==> config.mk <==
export PLATFORM = sky130hd
export DESIGN_NAME = k_way_sorted_merge
export DESIGN_NICKNAME = d
export VERILOG_FILES = /design/src/hdl/kwm_pkg.sv /design/src/hdl/kwm_cell.sv /design/src/hdl/k_way_sorted_merge.sv
export SDC_FILE = /design/constraint.sdc
export NUM_CORES = 1
export LEC_CHECK = 0
export ABC_AREA = 0
export BUFFER_PORTS_ARGS = -buffer_cell sky130_fd_sc_hd__buf_2
export CAP_MARGIN = 20
export CELL_PAD_IN_SITES_DETAIL_PLACEMENT = 2
export CELL_PAD_IN_SITES_GLOBAL_PLACEMENT = 2
export CORE_MARGIN = 2
export CORE_UTILIZATION = 44
export CTS_BUF_LIST = sky130_fd_sc_hd__clkbuf_2 sky130_fd_sc_hd__clkbuf_4 sky130_fd_sc_hd__clkbuf_8
export DETAILED_ROUTE_END_ITERATION = 16
export GPL_TIMING_DRIVEN = 1
export PLACE_DENSITY = 0.95
export SLEW_MARGIN = 30
export SYNTH_ARGS = -nofsm -noshare
export SYNTH_HDL_FRONTEND = slang
export SYNTH_SLANG_ARGS = --single-unit
==> constraint.sdc <==
create_clock -name clock -period 52 [get_ports clock]
set_input_delay 5.2 -clock clock [delete_from_list [all_inputs] [get_ports clock]]
set_output_delay 5.2 -clock clock [all_outputs]
set_load 0.01 [all_outputs]
==> src/hdl/kwm_pkg.sv <==
// Shared types and constants for the k-way sorted merge block.
// Used by kwm_cell and k_way_sorted_merge; depends on nothing.
`default_nettype none

package kwm_pkg;

   localparam int DATA_W           = 32;
   localparam int RUN_W            = 3;
   localparam int CFG_W            = 4;
   localparam int MAX_RUNS_DEFAULT = 8;
   localparam logic [CFG_W-1:0] RUN_COUNT_RESET = 4'd8;

   // Running minimum handed from cell to cell
   typedef struct packed {
      logic                     any;
      logic                     ready;
      logic signed [DATA_W-1:0] best_val;
      logic [RUN_W-1:0]         best_idx;
   } chain_type;

   // Broadcast from the top level to every cell
   typedef struct packed {
      logic                     fire;
      logic [RUN_W-1:0]         run_index;
      logic signed [DATA_W-1:0] elem_value;
      logic                     is_end;
      logic                     take;
      logic [RUN_W-1:0]         take_idx;
      logic                     clear;
   } ctrl_type;

endpackage

`default_nettype wire

==> src/hdl/kwm_cell.sv <==
// One run slot of the merge: head register, valid and exhausted flags,
// and one step of the min-select chain. Depends on kwm_pkg.
`default_nettype none

module kwm_cell #(
   parameter int CELL_ID = 0,
   parameter int CW      = 4
) (
   input  wire logic             clock,
   input  wire logic             reset,
   input  wire logic [CW-1:0]    eff_count,
   input  wire kwm_pkg::ctrl_type ctrl,
   input  wire kwm_pkg::chain_type chain_prev,
   output kwm_pkg::chain_type    chain_next
);
   import kwm_pkg::*;

   // Only runs 0..7 can be addressed by a request
   localparam logic            REACHABLE = (CELL_ID < (1 << RUN_W));
   localparam logic [RUN_W-1:0] ID_LO    = RUN_W'(CELL_ID);

   logic signed [DATA_W-1:0] head_ff, head_in;
   logic                     valid_ff, valid_in;
   logic                     exh_ff, exh_in;

   logic active, wr, valid_now, exh_now, taken;
   logic signed [DATA_W-1:0] head_now;

   always_comb begin
      active    = CW'(CELL_ID) < eff_count;
      wr        = ctrl.fire && active && REACHABLE && (ctrl.run_index == ID_LO)
                  && !valid_ff && !exh_ff;
      valid_now = valid_ff | (wr & ~ctrl.is_end);
      exh_now   = exh_ff | (wr & ctrl.is_end);
      head_now  = (wr && !ctrl.is_end) ? ctrl.elem_value : head_ff;
   end

   // Fold this slot into the running minimum; strict less keeps the lower index on ties
   always_comb begin
      chain_next = chain_prev;
      if (active) begin
         if (valid_now) begin
            if (!chain_prev.any || (head_now < chain_prev.best_val)) begin
               chain_next.best_val = head_now;
               chain_next.best_idx = ID_LO;
            end
            chain_next.any = 1'b1;
         end else if (!exh_now) begin
            chain_next.ready = 1'b0;
         end
      end
   end

   always_comb begin
      taken    = ctrl.take && REACHABLE && (ctrl.take_idx == ID_LO);
      head_in  = head_now;
      valid_in = valid_now & ~taken;
      exh_in   = exh_now;
      if (ctrl.clear) begin
         valid_in = 1'b0;
         exh_in   = 1'b0;
      end
   end

   always_ff @(posedge clock) begin
      head_ff <= head_in;
   end

   always_ff @(posedge clock) begin
      if (reset) begin
         valid_ff <= 1'b0;
         exh_ff   <= 1'b0;
      end else begin
         valid_ff <= valid_in;
         exh_ff   <= exh_in;
      end
   end

endmodule

`default_nettype wire

==> src/hdl/k_way_sorted_merge.sv <==
// Top level of the k-way sorted merge: a row of run cells, the min-select
// chain through them, the run_count register and the result register.
// A request's result sits in the output register in the cycle after accept.
// Throughput: one request per cycle while the output is not stalled; the clock
// is set by the compare chain across MAX_RUNS cells. Reset clears all run flags
// and sets run_count to 8. Depends on kwm_pkg and kwm_cell.
`default_nettype none

module k_way_sorted_merge #(
   parameter int MAX_RUNS = kwm_pkg::MAX_RUNS_DEFAULT
) (
   input  wire logic                               clock,
   input  wire logic                               reset,
   input  wire logic                               req_valid,
   output logic                                    req_stall,
   input  wire logic [kwm_pkg::RUN_W-1:0]          req_run_index,
   input  wire logic signed [kwm_pkg::DATA_W-1:0]  req_elem_value,
   input  wire logic                               req_is_end,
   output logic                                    rsp_valid,
   input  wire logic                               rsp_stall,
   output logic signed [kwm_pkg::DATA_W-1:0]       rsp_merged_value,
   output logic [kwm_pkg::RUN_W-1:0]               rsp_refill_run,
   output logic                                    rsp_finished,
   input  wire logic                               csr_valid,
   output logic                                    csr_ready,
   input  wire logic [kwm_pkg::CFG_W-1:0]          csr_run_count
);
   import kwm_pkg::*;

   localparam int NW = $clog2(MAX_RUNS + 1);
   localparam int CW = (NW > CFG_W) ? NW : CFG_W;

   logic [CFG_W-1:0]         run_count_ff, run_count_in;
   logic                     rsp_valid_ff, rsp_valid_in;
   logic signed [DATA_W-1:0] rsp_value_ff, rsp_value_in;
   logic [RUN_W-1:0]         rsp_run_ff, rsp_run_in;
   logic                     rsp_fin_ff, rsp_fin_in;

   logic [CW-1:0] eff_count;
   logic          fire, out_open, emit;
   ctrl_type      ctrl;
   chain_type     chain_w [MAX_RUNS+1];

   assign csr_ready = 1'b1;
   assign out_open  = !rsp_valid_ff || !rsp_stall;
   assign req_stall = !out_open;
   assign fire      = req_valid && out_open;

   // Clamp run_count into 1..MAX_RUNS
   always_comb begin
      if (run_count_ff == '0) begin
         eff_count = CW'(1);
      end else if (CW'(run_count_ff) > CW'(MAX_RUNS)) begin
         eff_count = CW'(MAX_RUNS);
      end else begin
         eff_count = CW'(run_count_ff);
      end
   end

   assign chain_w[0] = '{any: 1'b0, ready: 1'b1, best_val: '0, best_idx: '0};

   for (genvar g = 0; g < MAX_RUNS; g++) begin : g_cell
      kwm_cell #(
         .CELL_ID (g),
         .CW      (CW)
      ) u_cell (
         .clock      (clock),
         .reset      (reset),
         .eff_count  (eff_count),
         .ctrl       (ctrl),
         .chain_prev (chain_w[g]),
         .chain_next (chain_w[g+1])
      );
   end

   always_comb begin
      emit            = fire && chain_w[MAX_RUNS].ready;
      ctrl.fire       = fire;
      ctrl.run_index  = req_run_index;
      ctrl.elem_value = req_elem_value;
      ctrl.is_end     = req_is_end;
      ctrl.take       = emit && chain_w[MAX_RUNS].any;
      ctrl.take_idx   = chain_w[MAX_RUNS].best_idx;
      ctrl.clear      = emit && !chain_w[MAX_RUNS].any;
   end

   always_comb begin
      run_count_in = (csr_valid && csr_ready) ? csr_run_count : run_count_ff;
   end

   // Hold the result while stalled; otherwise load the new one or drop valid
   always_comb begin
      rsp_valid_in = rsp_valid_ff;
      rsp_value_in = rsp_value_ff;
      rsp_run_in   = rsp_run_ff;
      rsp_fin_in   = rsp_fin_ff;
      if (out_open) begin
         rsp_valid_in = emit;
         if (ctrl.take) begin
            rsp_value_in = chain_w[MAX_RUNS].best_val;
            rsp_run_in   = chain_w[MAX_RUNS].best_idx;
            rsp_fin_in   = 1'b0;
         end else begin
            rsp_value_in = '0;
            rsp_run_in   = '0;
            rsp_fin_in   = 1'b1;
         end
      end
   end

   always_ff @(posedge clock) begin
      if (reset) begin
         run_count_ff <= RUN_COUNT_RESET;
         rsp_valid_ff <= 1'b0;
      end else begin
         run_count_ff <= run_count_in;
         rsp_valid_ff <= rsp_valid_in;
      end
   end

   always_ff @(posedge clock) begin
      rsp_value_ff <= rsp_value_in;
      rsp_run_ff   <= rsp_run_in;
      rsp_fin_ff   <= rsp_fin_in;
   end

   assign rsp_valid        = rsp_valid_ff;
   assign rsp_merged_value = rsp_value_ff;
   assign rsp_refill_run   = rsp_run_ff;
   assign rsp_finished     = rsp_fin_ff;

endmodule

`default_nettype wire

==> metrics.md, run 1 <==
| Metric | Value |
|---|---|
| Worst skew pair latency | 0.68 ns |
| Hpwl dp | around 60000 um |
| Drt drc | 0 |
| Tmin final | 33.29 ns |
| Clock Path Buffers | 3 |
| Hold depth | 2 |
| Mux cell area share after synthesis | 0.165 |
| Post-synthesis compound-gate area fraction | 0.172 |
| Reg2reg setup slack | around 23 ns |
| Synth Area in Adders | 0.136 |
| Final WS setup | approximately 19 ns |
| Via density | approximately 6.8 |
| Crit start category | input port |
| Synth area leaders | dfxtp_1, ha_1, mux2_2 |
| TritonCTS Buffers | between 50 and 60 |
| Lkg Pwr | 9.80 nW |
| Share of cells above drive strength 1 | 0.201 |
| Slowest Stage Delay on Critical Path | 0.76 ns |
| Synth area leader | dfxtp_1 |
| Internal power | a little under 0.6 mW |
| Area of the core | around 0.043 mm2 |
| Worst EP arrival | 33.69 ns |
| Crit-path max FO | 58 |
| R2R cell count | 94 |
| Primary FF master, synth | dfxtp_1 |
| Switch share | 0.397 |
| Worst hold-check path type | reg -> reg |
| Crit share post-route | 0.640 |
| Clock Tree Root | clkbuf_8 |
| Max_slew headroom | 0.328 |
| Setup TNS | 0 ns |
| CTS resizes | 0 |
| Max Fclk | around 30 MHz |
| Xor/xnor cell area share of the yosys netlist | 0.000458 |
| H-tree levels | 2 |
| Largest net degree at the start of global routing | 64 |
| Psw | about 0.38 mW |
| Clk pwr share | 0.276 |
| Drt wl/cell | approximately 33 um |
| Post-synth top cells | dfxtp_1, ha_1, mux2_2 |
| Sequential share of the synthesized area | 0.346 |
| Placed cells | ~2700 |
| Grt ovf | 0 |
| Die Ht | roughly 210 um |
| Setup bufs post-CTS | 0 |
| Critical path start-end classification | in -> reg |
| Sequential power share | 0.331 |
| Post-Synth Simple-Gate Area | 0.142 |
| Layout Cells excl Fill | 2776 |
| Peak VDD IR | 0.0248 mV |
| Layout Nets | 2400 |
| Outcome | complete, no violations |
| First-pass GRT wire length | 138000 um |
| Maxcap violations | 0 |
| Gate power share | 0.393 |
| Yosys cell types | between 80 and 90 |
| Placer Congestion | approximately 0.93 |
| Syn avg cell area | slightly above 9 um2 |
| Layout Area Growth over Synthesis | 11.8% |
| Syn Inst Count | roughly 2100 |
| Antenna violations before repair | 1 |
| Pwr/cell area | around 45 mW/mm2 |
| RSZ-0062 raised after global routing | no |
| Initial DRC count | 1782 |
| Vias in the first global route | ~22000 |
| Antenna Nets Post-Route | 0 |
| # IOs | between 80 and 90 |
| Critical path's slowest cell | nor3_1 |
| DRT Wirelength | around 90000 um |
| Tightest Pin Transition | around 1 ns |
| Hold-fix buffers, CTS | 0 |
| CTS tree | yes |
| Final setup viols | 0 |
| WHS | ~0.46 ns |
| Count leader, synth | dfxtp_1 |
| Hold Crit Endpoint | g_cell[0].u_cell.head_ff[9] |
| Top cell type's share of synthesized area | 0.290 |
| Layout Skew | 0.0266 ns |
| Via count | 18892 |
| Hold Path Origin | g_cell[0].u_cell.head_ff[9] |
| Warning count from the yosys run | 0 |
| Die X | 212 um |
| EDFF count, synth | 36 |
| Critical R2R Capture | rsp_merged_value[8] |
| CP dominant cell by count | a21o_1 |
| Reg clk slew, reported paths | around 0.060 ns |
| Cell area after synthesis | 0.0191 mm2 |
| Drt first pass iters | 7 |
| Largest family of logic cells by synthesized area | compound AO/OA/AOI/OAI gates |
| Net Count, Synth | roughly 2300 |
| # rows | 76 |
| Slew Limit Fails | 0 |
| IO buf count | 82 |
| Sink Count | 313 |
| DP Worst Slack | 20.25 ns |
| Asr flop ratio synth | 0 |
| Worst Path Required | 52.41 ns |
| Final Hold Fails | 0 |
| Initial Utilization | 0.445 |
| Total GRT Usage | 0.406 |
| Synth Register Bits | about 310 |
| Die ar. | 0.0452 mm2 |
| Origin of the critical flop-to-flop path | rsp_valid |
| Element type at the critical path end | flop |
==> cell type report <==
class                   count  area (um2)
fillers                  4532       21600
well taps                 585         732
repair buffers            107         598
flip-flops and latches    313        6630
clock buffers             100        1210
clock inverters             3        17.5
inverters                  86         323
multi-input cells        1581       11900
diodes                      1        2.50
==> per-stage QoR <==
| step | cell area (um2) | utilization | total power, mW |
|---|---|---|---|
| 5_1_grt | 21400 | 0.497 | 0.989 |
| 3_3_place_gp | 20100 | 0.468 | 0.597 |
| 3_5_place_dp | 20100 | 0.468 | 0.651 |
| 4_1_cts | 21400 | 0.497 | 0.944 |
| 6_report | 21400 | 0.497 | 0.958 |
| 2_1_floorplan | 19100 | - | 0.527 |
==> how the worst max path moves through the flow <==
stage	slack (ns)	depth (start not counted)	start	to
CTS	19.13	94	rsp_stall	rsp_merged_value[8]
finish	18.71	95	rsp_stall	rsp_merged_value[8]
global placement	22.63	94	req_run_index[2]	rsp_merged_value[11]
global route	18.11	101	rsp_stall	rsp_merged_value[8]
floorplan	25.81	107	req_run_index[1]	rsp_merged_value[3]
detailed placement	20.25	92	req_is_end	rsp_merged_value[11]
==> flip-flops by register name, indices dropped and copies added, names as in the netlist <==
signal	count
g_cell.u_cell.head_ff	256
rsp_merged_value	32
g_cell.u_cell.exh_ff	8
g_cell.u_cell.valid_ff	8
run_count_ff	4
rsp_refill_run	3
rsp_finished	1
rsp_valid	1
==> metal layers <==
metal / part of all wire / GRT usage
met2: 0.48 / 0.700
met3: 0.072 / 0.0976
met4: 0.073 / 0.283
met1: 0.37 / 0.439
met5: 0 / 0
==> power by group through the flow <==
stage | clock, mW | combinational (mW) | sequential [mW]
floorplan | 0 | 0.218 | 0.309
global placement | 0 | 0.286 | 0.311
detailed placement | 0 | 0.333 | 0.318
CTS | 0.265 | 0.363 | 0.316
global route | 0.274 | 0.395 | 0.320
finish | 0.264 | 0.376 | 0.317
==> logic make-up after synthesis <==
kind of cell | after synthesis
AOI/OAI and AO/OA | 517
and+or+nand+nor | 563
adders and majority gates | 208
DFF | 313
buffers and inverters | 188
other | 1
xor gates and xnor gates | 1
muxes | 291
==> layout by cell type, fill, tap and decap left out, drive strengths merged, types with 61 or more instances in the layout <==
| cell type | count |
|---|---|
| inv | 86 |
| buf | 107 |
| nor2 | 134 |
| mux2 | 194 |
| dfxtp | 277 |
| mux2i | 97 |
| nand2 | 171 |
| a21oi | 126 |
| o21ai | 159 |
| ha | 208 |
| clkbuf | 100 |
| nor3 | 61 |
| a21o | 67 |
==> critical path, delay by kind of cell <==
kind	cells	cell delay (ns)
muxes	3	1.22
adders and majority gates	7	2.67
xor gates and xnor gates	1	0.16
AOI/OAI and AO/OA	45	13.07
and+or+nand+nor	31	8.16
buffers and inverters	8	2.95
No activity file was read; power rests on OpenSTA's default activity.
==> inputs of run 2 (changes only) <==
ABC_AREA = 1   (was 0)
CORE_UTILIZATION = 37   (was 44)
PLACE_DENSITY = 0.89   (was 0.95)
clock period = 32.2 ns   (was 52 ns; I/O delays follow)
==> metrics.md, run 2 <==
| Metric | Value |
|---|---|
| Layout Area Growth over Synthesis | 11.5% |
| Reg2reg setup slack | 9.26 ns |
| Syn Inst Count | 2427 |
| Asr flop ratio synth | 0 |
| Die ar. | roughly 0.05 mm2 |
| DRT Wirelength | between 70000 and 80000 um |
| # IOs | 84 |
| Worst Path Required | between 30 and 40 ns |
| Maxcap violations | 0 |
| Ant diodes | 0 |
| Share of cells above drive strength 1 | 0.0970 |
| Reg clk slew, reported paths | 0.07 ns |
| Via density | between 5 and 6 |
| Worst Setup EP | g_cell[2].u_cell.valid_ff |
| Synth area leader | dfxtp_1 |
| Hold Path Origin | g_cell[0].u_cell.head_ff[5] |
| RSZ-0062 raised after global routing | no |
| Final-layout fill cell count | about 5500 |
| Critical path's slowest cell | a2111oi_0 |
| Primary FF master, synth | dfxtp_1 |
| Peak VDD IR | roughly 0.027 mV |
| Largest register FFs | 256 |
| Area of the multi-input gates | approximately 0.0099 mm2 |
| Area of the core | around 0.048 mm2 |
| Antenna violations before repair | 1 |
| Count leader, synth | nand2_1 |
| First-pass GRT wire length | 112000 um |
| Final Power | roughly 1.4 mW |
| Layout Nets | 2732 |
| Syn avg cell area | between 7 and 8 um2 |
| Warning count from the yosys run | 0 |
| CP dominant cell by count | nand2_1 |
| Hold-fix buffers, CTS | 0 |
| Die Ht | approximately 220 um |
| Commonest non-fill, non-tap cell in the layout | nand2_1 |
| Placer Congestion | about 0.85 |
| Layout Skew | 0.0268 ns |
| Total GRT Usage | 0.286 |
| CTS resizes | 0 |
| Hpwl dp | between 40000 and 50000 um |
| Setup TNS | 0 ns |
| Drt wl/cell | 22.7 um |
| Largest net degree at the start of global routing | 75 |
| Slew Limit Fails | 0 |
| Slowest Stage Delay on Critical Path | approximately 0.70 ns |
| Post-synth top cells | nand2_1, o21ai_0, dfxtp_1 |
| Worst skew pair latency | ~0.69 ns |
| Critical path start-end classification | in -> reg |
| Max Fclk | approximately 40 MHz |
| Crit start category | input port |
| EDFF count, synth | 36 |
| Drt drc | 0 |
| Element type at the critical path end | flop |
| CTS tree | yes |
| Lkg Pwr | roughly 9.7 nW |
| H-tree levels | 2 |
| Worst EP arrival | 25.51 ns |
| Initial DRC count | 866 |
| Final Util | 0.416 |
| Most frequent cells in the layout | nand2_1, o21ai_0, dfxtp_1 |
| Net Count, Synth | ~2700 |
| Cell family with most CP delay | simple AND/OR/NAND/NOR gates |
| Critical R2R Capture | g_cell[2].u_cell.valid_ff |
| # rows | 80 |
| TritonCTS Buffers | 58 |
| FF/Latch Area | approximately 0.0066 mm2 |
| Sequential share of the synthesized area | 0.374 |
| DP Worst Slack | 7.70 ns |
| Final setup viols | 0 |
| Via count | between 15000 and 20000 |
| Worst hold-check path type | reg -> reg |
| Initial Utilization | 0.373 |
| Drt first pass iters | 5 |
| Pwr/cell area | roughly 70 mW/mm2 |
| Origin of the critical flop-to-flop path | run_count_ff[3] |
| IO buf count | 82 |
| Sink Count | 313 |
| Cell area after synthesis | 0.0177 mm2 |
| Grt ovf | 0 |
| Setup bufs post-CTS | 0 |
| Tightest Pin Transition | between 0.9 and 1 ns |
| Register with the most flip-flops | g_cell.u_cell.head_ff |
| Max_slew headroom | 0.389 |
| Outcome | complete, no violations |
| Synth Register Bits | ~310 |
| Placed cells | roughly 3000 |
| Clock Path Buffers | 3 |
| Top cell type's share of synthesized area | 0.313 |
| Vias in the first global route | roughly 20000 |
| Crit share post-route | 0.774 |
| Worst setup path start | rsp_stall |
| Yosys cell types | 46 |
| Clock Tree Root | clkbuf_8 |
| Layout Cells excl Fill | 3140 |
| Die X | 223 um |
| WP depth | a little over 90 |
| Crit-path max FO | 74 |
| Final WS setup | around 7.3 ns |
| Buf/Inv on CP | 10 |
| Antenna Nets Post-Route | 0 |
| R2R cell count | 92 |
| Tmin final | between 20 and 25 ns |
| Final Hold Fails | 0 |
| Synth area leaders | dfxtp_1, nand2_1, ha_1 |
run 2: changes by cell type in the layout (fill, tap and decap cells not counted), moves of 17 or more:
cell | previous run | this run
nor2b_1 | 21 | 0
nand4_1 | 38 | 18
o21ai_1 | 4 | 27
a21o_1 | 67 | 2
nand3_1 | 46 | 68
nor2_1 | 133 | 90
o21ai_0 | 152 | 454
mux2i_1 | 97 | 0
nand2b_1 | 17 | 0
mux2_2 | 190 | 0
nand2_1 | 170 | 699
a211oi_1 | 39 | 17
nor3_1 | 59 | 15
inv_1 | 86 | 190
run 2: worst min-delay path by stage:
stage,cells after the start,end,slack (ns)
finish,2,g_cell[0].u_cell.head_ff[5],0.47
global route,2,g_cell[0].u_cell.head_ff[7],0.50
CTS,2,g_cell[0].u_cell.head_ff[5],0.48
detailed placement,2,g_cell[0].u_cell.head_ff[5],0.46
global placement,2,g_cell[0].u_cell.head_ff[29],0.45
floorplan,2,g_cell[0].u_cell.head_ff[10],0.44
run 2: logic make-up after synthesis:
| logic type | count (synthesis) | share of synthesized area |
|---|---|---|
| AOI/OAI and AO/OA | 659 | 0.195 |
| adders and majority gates | 208 | 0.147 |
| buffers and inverters | 306 | 0.0672 |
| DFF | 313 | 0.374 |
| other | 1 | 0.000212 |
| and+or+nand+nor | 940 | 0.217 |
run 2: stage by stage:
step                hold WS (ns)  cell area, um2
floorplan                  0.437           17700
finish                     0.473           19800
global route               0.505           19800
global placement           0.450           18600
detailed placement         0.461           18600
CTS                        0.477           19800
run 2: worst min-delay path, delay by kind of cell, from the launching register on:
family          cells  cell delay (ns)
simple gates        1             0.04
flops               1             0.30
compound gates      1             0.08
run 2: per-layer routing:
| layer | track usage | up-vias | share of wire |
|---|---|---|---|
| met5 | 0 | - | 0.00018 |
| met4 | 0.111 | 2 | 0.037 |
| met3 | 0.0456 | 185 | 0.041 |
| met2 | 0.510 | 420 | 0.49 |
| met1 | 0.344 | 8931 | 0.43 |
| li1 | - | 8299 | - |
run 2: power breakdown:
part	switching (mW)	internal (mW)
clock	0.190	0.215
combinational	0.317	0.157
sequential	0.0238	0.471
total	0.531	0.843
run 2: cell type report:
class	instances	area share
Timing Repair Buffer	95	0.0257
Clock buffer	91	0.0555
Inverter	203	0.0386
Multi-Input combinational cell	1808	0.502
Tap cell	615	0.0389
Clock inverter	15	0.00361
Sequential cell	313	0.335
